$ cat src/stx_pkg.sv
// Shared types, codes and constants of the source text tokenizer.
package stx_pkg;

	// Default width of the character position counter.
	localparam int POS_BITS_DEF = 16;

	// Width of reported offsets and lengths.
	localparam int OUT_BITS = 16;

	// Result queue depth and pointer width.
	localparam int RQ_DEPTH = 4;
	localparam int RQ_PTR_BITS = $clog2(RQ_DEPTH);

	// Character codes with a special meaning.
	localparam logic [7:0] CH_SPACE     = 8'h20;
	localparam logic [7:0] CH_TAB       = 8'h09;
	localparam logic [7:0] CH_CR        = 8'h0D;
	localparam logic [7:0] CH_LF        = 8'h0A;
	localparam logic [7:0] CH_UNDERSCORE = 8'h5F;
	localparam logic [7:0] CH_BACKSLASH = 8'h5C;
	localparam logic [7:0] CH_SQUOTE    = 8'h27;
	localparam logic [7:0] CH_DQUOTE    = 8'h22;
	localparam logic [7:0] CH_LPAREN    = 8'h28;
	localparam logic [7:0] CH_RPAREN    = 8'h29;
	localparam logic [7:0] CH_LBRACKET  = 8'h5B;
	localparam logic [7:0] CH_RBRACKET  = 8'h5D;
	localparam logic [7:0] CH_LBRACE    = 8'h7B;
	localparam logic [7:0] CH_RBRACE    = 8'h7D;

	// Token kinds as reported on the result side.
	typedef enum logic [2:0] {
		KIND_OPEN   = 3'd0,
		KIND_CLOSE  = 3'd1,
		KIND_QUOTE  = 3'd2,
		KIND_LABEL  = 3'd3,
		KIND_SYMBOL = 3'd4,
		KIND_END    = 3'd5
	} kind_t;

	// Scanner modes.
	typedef enum logic [1:0] {
		MODE_GAP   = 2'd0,
		MODE_LABEL = 2'd1,
		MODE_QUOTE = 2'd2
	} mode_t;

	// One result item.
	typedef struct packed {
		kind_t                 kind;
		logic [OUT_BITS-1:0]   offset;
		logic [OUT_BITS-1:0]   length;
		logic                  done;
		logic                  last;
	} res_t;

	// Results produced by one accepted request, first result in r0.
	typedef struct packed {
		logic [1:0] count;
		res_t       r0;
		res_t       r1;
	} scan_out_t;

endpackage

$ cat src/stx_scan.sv
// Scanner state and per-character token decode.
module stx_scan #(
	parameter int POS_BITS = stx_pkg::POS_BITS_DEF
) (
	input  logic                clk,
	input  logic                arst_n,
	input  logic                accept,
	input  logic [7:0]          char_code,
	input  logic                char_valid,
	input  logic                end_of_stream,
	output stx_pkg::scan_out_t  results
);
	import stx_pkg::*;

	typedef struct packed {
		logic                vld;
		kind_t               kind;
		logic [OUT_BITS-1:0] offset;
		logic [OUT_BITS-1:0] length;
	} tok_t;

	localparam logic [POS_BITS-1:0] POS_MAX = '1;

	mode_t               mode_q, mode_d;
	logic                dquote_q, dquote_d;
	logic                esc_q, esc_d;
	logic [POS_BITS-1:0] begin_q, begin_d;
	logic [POS_BITS-1:0] pos_q, pos_d;

	tok_t                e1, e2, e3;
	logic                start_gap;
	logic [7:0]          quote_ch;
	logic [1:0]          count;

	// Saturate a position-derived value to the reported width.
	function automatic logic [OUT_BITS-1:0] clamp_out(input logic [32:0] v);
		logic [32:0] lim;
		lim = 33'(17'h0FFFF);
		clamp_out = (v > lim) ? '1 : v[OUT_BITS-1:0];
	endfunction

	function automatic logic [POS_BITS-1:0] span(input logic [POS_BITS-1:0] from,
		input logic [POS_BITS-1:0] upto);
		span = (upto >= from) ? upto - from : '0;
	endfunction

	function automatic logic is_gap(input logic [7:0] c);
		is_gap = (c == CH_SPACE) || (c == CH_TAB) || (c == CH_CR) || (c == CH_LF);
	endfunction

	function automatic logic is_word_char(input logic [7:0] c);
		is_word_char = (c == CH_UNDERSCORE) || (c inside {[8'h30:8'h39]}) ||
			(c inside {[8'h61:8'h7A]}) || (c inside {[8'h41:8'h5A]});
	endfunction

	// Decode one request against the current mode.
	always_comb begin
		mode_d    = mode_q;
		dquote_d  = dquote_q;
		esc_d     = esc_q;
		begin_d   = begin_q;
		pos_d     = pos_q;
		e1        = '0;
		e2        = '0;
		e3        = '0;
		start_gap = 1'b0;
		quote_ch  = dquote_q ? CH_DQUOTE : CH_SQUOTE;

		if (accept && char_valid) begin
			case (mode_q)
				MODE_QUOTE: begin
					if (esc_q) begin
						esc_d = 1'b0;
					end else if (char_code == CH_BACKSLASH) begin
						esc_d = 1'b1;
					end else if (char_code == quote_ch) begin
						e1.vld    = 1'b1;
						e1.kind   = KIND_QUOTE;
						e1.offset = clamp_out(33'(begin_q));
						e1.length = clamp_out(33'(span(begin_q, pos_q)) + 33'd1);
						mode_d    = MODE_GAP;
					end
				end
				MODE_LABEL: begin
					if (!is_word_char(char_code)) begin
						e1.vld    = 1'b1;
						e1.kind   = KIND_LABEL;
						e1.offset = clamp_out(33'(begin_q));
						e1.length = clamp_out(33'(span(begin_q, pos_q)));
						mode_d    = MODE_GAP;
						start_gap = 1'b1;
					end
				end
				default: begin
					mode_d    = MODE_GAP;
					start_gap = 1'b1;
				end
			endcase

			// Classify a character seen between tokens.
			if (start_gap && !is_gap(char_code)) begin
				e2.offset = clamp_out(33'(pos_q));
				e2.length = 16'd1;
				if (char_code inside {CH_LPAREN, CH_LBRACKET, CH_LBRACE}) begin
					e2.vld  = 1'b1;
					e2.kind = KIND_OPEN;
				end else if (char_code inside {CH_RPAREN, CH_RBRACKET, CH_RBRACE}) begin
					e2.vld  = 1'b1;
					e2.kind = KIND_CLOSE;
				end else if (char_code inside {CH_SQUOTE, CH_DQUOTE}) begin
					mode_d   = MODE_QUOTE;
					dquote_d = (char_code == CH_DQUOTE);
					esc_d    = 1'b0;
					begin_d  = pos_q;
				end else if (is_word_char(char_code)) begin
					mode_d  = MODE_LABEL;
					begin_d = pos_q;
				end else begin
					e2.vld  = 1'b1;
					e2.kind = KIND_SYMBOL;
				end
			end

			if (pos_q != POS_MAX) begin
				pos_d = pos_q + 1'b1;
			end
		end

		// Close the stream: flush an open label or, if no other token came, report the end marker.
		if (accept && end_of_stream) begin
			if (mode_d == MODE_LABEL) begin
				e3.vld    = 1'b1;
				e3.kind   = KIND_LABEL;
				e3.offset = clamp_out(33'(begin_d));
				e3.length = clamp_out(33'(span(begin_d, pos_d)));
			end else if (!e1.vld && !e2.vld) begin
				e3.vld    = 1'b1;
				e3.kind   = KIND_END;
				e3.offset = clamp_out(33'(pos_d));
				e3.length = '0;
			end
			mode_d   = MODE_GAP;
			dquote_d = 1'b0;
			esc_d    = 1'b0;
			begin_d  = '0;
			pos_d    = '0;
		end
	end

	// Order the up to two tokens of this request.
	always_comb begin
		tok_t t0, t1;
		count = 2'(e1.vld) + 2'(e2.vld) + 2'(e3.vld);
		if (e1.vld) begin
			t0 = e1;
			t1 = e2.vld ? e2 : e3;
		end else if (e2.vld) begin
			t0 = e2;
			t1 = e3;
		end else begin
			t0 = e3;
			t1 = '0;
		end
		results.count     = count;
		results.r0.kind   = t0.kind;
		results.r0.offset = t0.offset;
		results.r0.length = t0.length;
		results.r0.last   = (count == 2'd1);
		results.r0.done   = end_of_stream && (count == 2'd1);
		results.r1.kind   = t1.kind;
		results.r1.offset = t1.offset;
		results.r1.length = t1.length;
		results.r1.last   = 1'b1;
		results.r1.done   = end_of_stream;
	end

	// Scanner state registers.
	always_ff @(posedge clk or negedge arst_n) begin
		if (!arst_n) begin
			mode_q   <= MODE_GAP;
			dquote_q <= 1'b0;
			esc_q    <= 1'b0;
			begin_q  <= '0;
			pos_q    <= '0;
		end else begin
			mode_q   <= mode_d;
			dquote_q <= dquote_d;
			esc_q    <= esc_d;
			begin_q  <= begin_d;
			pos_q    <= pos_d;
		end
	end

endmodule

$ cat src/stx_resq.sv
// Result queue: takes up to two results per cycle, hands out one while the reader is ready.
module stx_resq (
	input  logic               clk,
	input  logic               arst_n,
	input  stx_pkg::scan_out_t push,
	output logic               has_room,
	output logic               out_valid,
	input  logic               out_ready,
	output stx_pkg::res_t      out_res
);
	import stx_pkg::*;

	res_t                   mem_q [RQ_DEPTH];
	logic [RQ_PTR_BITS-1:0] wr_ptr_q, rd_ptr_q;
	logic [RQ_PTR_BITS:0]   count_q;
	logic                   pop;

	// Room for the largest burst of one request.
	assign has_room  = (count_q <= (RQ_PTR_BITS+1)'(RQ_DEPTH - 2));
	assign out_valid = (count_q != '0);
	assign out_res   = mem_q[rd_ptr_q];
	assign pop       = out_valid && out_ready;

	// Result storage.
	always_ff @(posedge clk) begin
		if (push.count != 2'd0) begin
			mem_q[wr_ptr_q] <= push.r0;
		end
		if (push.count == 2'd2) begin
			mem_q[wr_ptr_q + 1'b1] <= push.r1;
		end
	end

	// Pointers and fill level.
	always_ff @(posedge clk or negedge arst_n) begin
		if (!arst_n) begin
			wr_ptr_q <= '0;
			rd_ptr_q <= '0;
			count_q  <= '0;
		end else begin
			wr_ptr_q <= wr_ptr_q + RQ_PTR_BITS'(push.count);
			rd_ptr_q <= rd_ptr_q + RQ_PTR_BITS'(pop);
			count_q  <= count_q + (RQ_PTR_BITS+1)'(push.count) - (RQ_PTR_BITS+1)'(pop);
		end
	end

endmodule

$ cat src/source_text_tokenizer.sv
// Top level of the source text tokenizer: stream ports, scanner and result queue.
// A completing request writes its token into the result queue, which feeds the master side.
// Throughput: one character per cycle unless stalled; two tokens of a request leave one by one.
// The slave side stalls while the four-entry result queue has fewer than two free slots.
// Reset: arst_n asynchronously clears the scanner to between-tokens at offset zero and
// empties the result queue.
module source_text_tokenizer #(
	parameter int POS_BITS = stx_pkg::POS_BITS_DEF
) (
	input  logic        clk,
	input  logic        arst_n,
	input  logic        s_tvalid,
	output logic        s_tready,
	input  logic [7:0]  s_tdata,  // [7:0] char_code
	input  logic [0:0]  s_tuser,  // [0] char_valid
	input  logic        s_tlast,  // end_of_stream
	output logic        m_tvalid,
	input  logic        m_tready,
	output logic [31:0] m_tdata,  // [15:0] token_offset, [31:16] token_length
	output logic [3:0]  m_tuser,  // [2:0] token_kind, [3] run_last
	output logic        m_tlast   // stream_done
);
	import stx_pkg::*;

	scan_out_t scan_res;
	res_t      head;
	logic      accept;

	assign accept = s_tvalid && s_tready;

	stx_scan #(
		.POS_BITS(POS_BITS)
	) u_scan (
		.clk           (clk),
		.arst_n        (arst_n),
		.accept        (accept),
		.char_code     (s_tdata),
		.char_valid    (s_tuser[0]),
		.end_of_stream (s_tlast),
		.results       (scan_res)
	);

	stx_resq u_resq (
		.clk       (clk),
		.arst_n    (arst_n),
		.push      (scan_res),
		.has_room  (s_tready),
		.out_valid (m_tvalid),
		.out_ready (m_tready),
		.out_res   (head)
	);

	// Pack the head result onto the master side.
	assign m_tdata = {head.length, head.offset};
	assign m_tuser = {head.last, head.kind};
	assign m_tlast = head.done;

endmodule
$ cat config.mk
export PLATFORM = sky130hd
export DESIGN_NAME = source_text_tokenizer
export DESIGN_NICKNAME = d
export VERILOG_FILES = /design/src/stx_pkg.sv /design/src/stx_scan.sv /design/src/stx_resq.sv /design/src/source_text_tokenizer.sv
export SDC_FILE = /design/constraint.sdc
export NUM_CORES = 1
export LEC_CHECK = 0
export ABC_CLOCK_PERIOD_IN_PS = 7300
export BUFFER_PORTS_ARGS = -buffer_cell sky130_fd_sc_hd__buf_2
export CAP_MARGIN = 0
export CORE_MARGIN = 5
export CORE_UTILIZATION = 40
export CTS_BUF_LIST = sky130_fd_sc_hd__clkbuf_4 sky130_fd_sc_hd__clkbuf_8
export CTS_CLUSTER_DIAMETER = 30
export CTS_CLUSTER_SIZE = 30
export DETAILED_ROUTE_END_ITERATION = 6
export PLACE_DENSITY_LB_ADDON = 0.1
export SETUP_SLACK_MARGIN = 0.4
export SLEW_MARGIN = 20
export SYNTH_ARGS = -nofsm -noshare
export SYNTH_HDL_FRONTEND = slang
export SYNTH_SLANG_ARGS = --single-unit
$ cat constraint.sdc
create_clock -name clk -period 7.3 [get_ports clk]
set_clock_uncertainty 0.15 [all_clocks]
set_input_delay 0.365 -clock clk [delete_from_list [all_inputs] [get_ports clk]]
set_output_delay 0.365 -clock clk [all_outputs]
set_load 0.01 [all_outputs]
==> impl_metrics.env <==
export IMPL_status="finished clean"
export IMPL_cap_violations=0
export IMPL_syn_inst=1276
export IMPL_ff2ff_path_depth=24
export IMPL_hold_viol_final=0
export IMPL_core_rowCount=65
export IMPL_pre_cts_ws_ns=1.45
export IMPL_synth_edff_count=144
export IMPL_avgSynthCellArea_um2=10.1
export IMPL_post_route_period_util_pct=80.1
export IMPL_p_sw_share_pct=43.4
export IMPL_area_growth_pct=8.11
export IMPL_cp_end_kind="register"
export IMPL_switching_power_mw=1.93
export IMPL_cts_tree="done"
export IMPL_yosysTopAreaCell="edfxtp_1"
export IMPL_ys_seq_area_share_pct=42.3
export IMPL_power_share_combinational_pct=51.7
export IMPL_hold_path_end="u_resq.rd_ptr_q[0]"
export IMPL_ir_worst_vdd_v=0.000129
export IMPL_hold_start="m_tready"
export IMPL_grt_max_degree=44
export IMPL_r2r_end="u_resq.mem_q[3][12]"
export IMPL_synth_top_family_by_area="compound AO/OA/AOI/OAI gates"
export IMPL_dp_cells=1724
export IMPL_synth_fp_nets=1336
export IMPL_postRouteWirelength_mm=42.1
export IMPL_nNetsFinal=1370
export IMPL_fin_cells=1758
export IMPL_post_dp_hpwl_mm=31.7
export IMPL_track_usage_pct=23.5
export IMPL_synth_compound_area_share_pct=21.3
export IMPL_synth_area_top_cells="edfxtp_1 (33%), dfrtp_1 (8.3%), mux4_2 (6.4%)"
export IMPL_io_buffers=52
export IMPL_synthMuxAreaShare_pct=7.83
export IMPL_firstDrtPassIters=6
export IMPL_synthXorXnorAreaFrac_pct=2.91
export IMPL_grt_setup_unrepaired="false"
export IMPL_slowest_delay_ns=0.42
export IMPL_clk_path_buf_depth=2
export IMPL_via_per_inst=6.12
export IMPL_initialDrtViolationCount=1088
export IMPL_hp_class="input port to register"
export IMPL_ys_ff_latch=191
export IMPL_grt_pass1_wl_mm=65.1
export IMPL_ff2ff_setup_slack_ns=1.45
export IMPL_crit_type="register to register"
export IMPL_core_mm2=0.0318
export IMPL_startpoint_type="register"
export IMPL_place_congestion=0.976
export IMPL_crit_buf_inv=3
export IMPL_synthAdderAreaFrac_pct=4.68
export IMPL_powerDensity_mw_per_mm2=318
export IMPL_setup_viol=0
export IMPL_clk_latency_ns=0.49
export IMPL_die_h_um=190
export IMPL_critical_path_arrival_ns=6.03
export IMPL_dieArea_mm2=0.0361
export IMPL_slew_headroom_pct=29.6
export IMPL_vias=10800
export IMPL_post_drt_wl_per_cell_um=24.0
export IMPL_async_flop_share_pct=22.5
export IMPL_htreeDepth=4
export IMPL_crit_required_ns=7.48
export IMPL_die_x_um=190
export IMPL_worst_slew_pin_slew_ns=1.05
export IMPL_p_seq_share_pct=31.6
export IMPL_antenna_found_initial=0
export IMPL_crit_chain="a21oi_2, and3_1, nand2_1, nor2_1, inv_1, a211oi_1, nand2b_1, buf_4, a21oi_1, inv_1, ha_1, fa_1, nor2b_1, o211ai_1, a21boi_0, o41a_1, o31ai_1, nand3b_1, a31o_2, nor2_2, and2_1, a311oi_1, a21oi_2, o2bb2ai_1"
export IMPL_holdPathStages=3
export IMPL_start_util_pct=40.7
export IMPL_utilization_pct=44.0
export IMPL_antenna_cells=0
export IMPL_overflow=0
export IMPL_p_int_mw=2.52
export IMPL_drive_gt1_share_pct=15.2
export IMPL_fin_crit_ns=5.85
export IMPL_synthFlopType="edfxtp_1"
export IMPL_post_route_drc_count=0
export IMPL_cts_inserted_buffers=17
export IMPL_cp_slowest_cell="dfrtp_1"
export IMPL_synth_top_area_share_pct=33.4
export IMPL_worst_slack_ns=1.45
export IMPL_syn_area_mm2=0.0130
export IMPL_ios=53
export IMPL_path_max_fanout=19
export IMPL_timing_rr_start="u_resq.count_q[0]"
export IMPL_maxSlewViolCount=0
export IMPL_post_cts_setup_buffers=0
export IMPL_clock_sinks=191
export IMPL_synth_distinct_cells=106
export IMPL_max_freq_mhz=171
export IMPL_clk_pin_slew_ns=0.10
export IMPL_ys_warn_count=0
export IMPL_p_leak_nw=4.97
export IMPL_antenna_left=0
export IMPL_synthSimpleGateAreaFrac_pct=16.4
export IMPL_setup_tns_ns=0
export IMPL_fillers=3114
export IMPL_cts_root_buf="clkbuf_8"
export IMPL_p_clk_share_pct=16.7
export IMPL_first_global_vias=10400
export IMPL_path_delay_family="compound AO/OA/AOI/OAI gates"
per-layer routing:
layer / part of all wire [%] / wire length (µm) / vias to the layer above / track usage (%)
met3: 7.3 / 3060 / 37 / 3.83
met1: 47 / 19700 / 5328 / 34.8
met2: 45 / 18900 / 428 / 36.4
met4: 1.2 / 507 / 0 / 5.34
met5: 0 / 0 / - / 0
li1: - / - / 4962 / -
placed cells by master (no fill, tap or decap), drive strengths merged, types with 12 or more instances in the layout:
| cell | n |
|---|---|
| a21o | 12 |
| a21oi | 75 |
| a22o | 21 |
| a32o | 18 |
| and2 | 23 |
| buf | 80 |
| clkbuf | 18 |
| dfrtp | 43 |
| edfxtp | 144 |
| ha | 42 |
| inv | 52 |
| mux2i | 18 |
| mux4 | 37 |
| nand2 | 121 |
| nand2b | 18 |
| nand3 | 25 |
| nand4 | 21 |
| nor2 | 122 |
| nor3 | 32 |
| o211ai | 12 |
| o21ai | 86 |
| o22ai | 65 |
| xnor2 | 25 |
| xor2 | 18 |
repair_timing:
item / in CTS / in global routing
gates resized for setup: 0 / 0
hold buffers: 2 / 0
hold endpoints to repair: 44 / 0
cell type report:
cell class	count	area [µm²]	area share [%]
multi-input combinational	968	6890	49.2
sequential	191	5480	39.2
tap	435	544	3.89
timing repair buffer	82	493	3.52
clock buffer	18	241	1.72
inverter	50	188	1.34
clock inverter	14	165	1.18
per-stage QoR:
| stage | power (mW) | hold slack [ns] | area (µm²) |
|---|---|---|---|
| final | 4.45 | 0.102 | 14000 |
| after global routing | 4.71 | 0.0865 | 14000 |
| after CTS | 4.47 | 0.0759 | 14000 |
| after detailed placement | 3.73 | 0.301 | 13600 |
| after global placement | 3.73 | 0.298 | 13600 |
| after floorplan | 3.04 | -0.0806 | 13000 |
sequential cells by signal (all words and copies together), names as in the netlist:
signal and cells:
u_resq.mem_q 148, u_scan.begin_q 16, u_scan.pos_q 16, u_resq.count_q 3
u_resq.rd_ptr_q 2, u_resq.wr_ptr_q 2, u_scan.mode_q 2, u_scan.dquote_q 1
u_scan.esc_q 1
power by group through the flow:
stage	logic, mW	registers, mW	clock network [mW]
final	2.30	1.41	0.743
after detailed placement	2.30	1.43	0
after global placement	2.30	1.43	0
after global routing	2.49	1.43	0.791
after floorplan	1.66	1.38	0
after CTS	2.31	1.41	0.752
kinds of logic after synthesis:
| family | count (synthesis) |
|---|---|
| and+or+nand+nor | 426 |
| AOI/OAI and AO/OA | 398 |
| DFF | 191 |
| buffers and inverters | 117 |
| muxes | 55 |
| adders and majority gates | 46 |
| xor gates and xnor gates | 43 |
worst max path at each step:
stage                            startpoint                  end  slack [ns]  depth (start not counted)
after CTS                 u_resq.count_q[0]   u_resq.mem_q[2][5]        1.53                         24
after floorplan                  s_tdata[1]   u_resq.mem_q[3][7]        2.27                         22
after global placement           s_tdata[2]   u_resq.mem_q[3][5]        1.59                         24
final                     u_resq.count_q[0]  u_resq.mem_q[3][12]        1.45                         24
after global routing      u_resq.count_q[0]  u_resq.mem_q[0][12]        1.07                         24
after detailed placement         s_tdata[2]   u_resq.mem_q[2][5]        1.45                         24
Yosys cell counts (5+ instances only):
cell and count:
o21ai_1 5, or3_1 5, a21o_1 10, clkbuf_8 5, edfxtp_1 144, and3_1 9, nand3_1 24, nor2_1 119
o2bb2ai_1 5, a22o_1 21, nor4_1 6, and2_1 21, a31oi_1 11, nor2b_1 10, o21ai_0 81, o221ai_1 8
inv_1 50, nand4_1 19, xnor2_1 25, buf_6 6, mux2i_1 18, a21oi_1 68, clkbuf_1 33, mux4_2 37
ha_1 42, a22oi_1 7, xor2_1 18, a211oi_1 7, nand2b_1 18, buf_4 5, buf_2 6, o211ai_1 11
a21oi_2 6, o22ai_1 65, buf_1 9, dfrtp_1 43, nand2_1 119, or2_2 6, a32o_1 18, a21boi_0 7
nor3_1 31, o21a_1 9
worst register-to-register path, delay by kind of cell (launching register included):
family / cells / cell delay (ns)
AND/OR/NAND/NOR: 8 / 1.56
flip-flops: 1 / 0.42
buffers and inverters: 3 / 0.38
AO/OA/AOI/OAI: 11 / 2.54
adder cells (fa/ha/maj): 2 / 0.65
No activity file was read; power rests on OpenSTA's default activity.
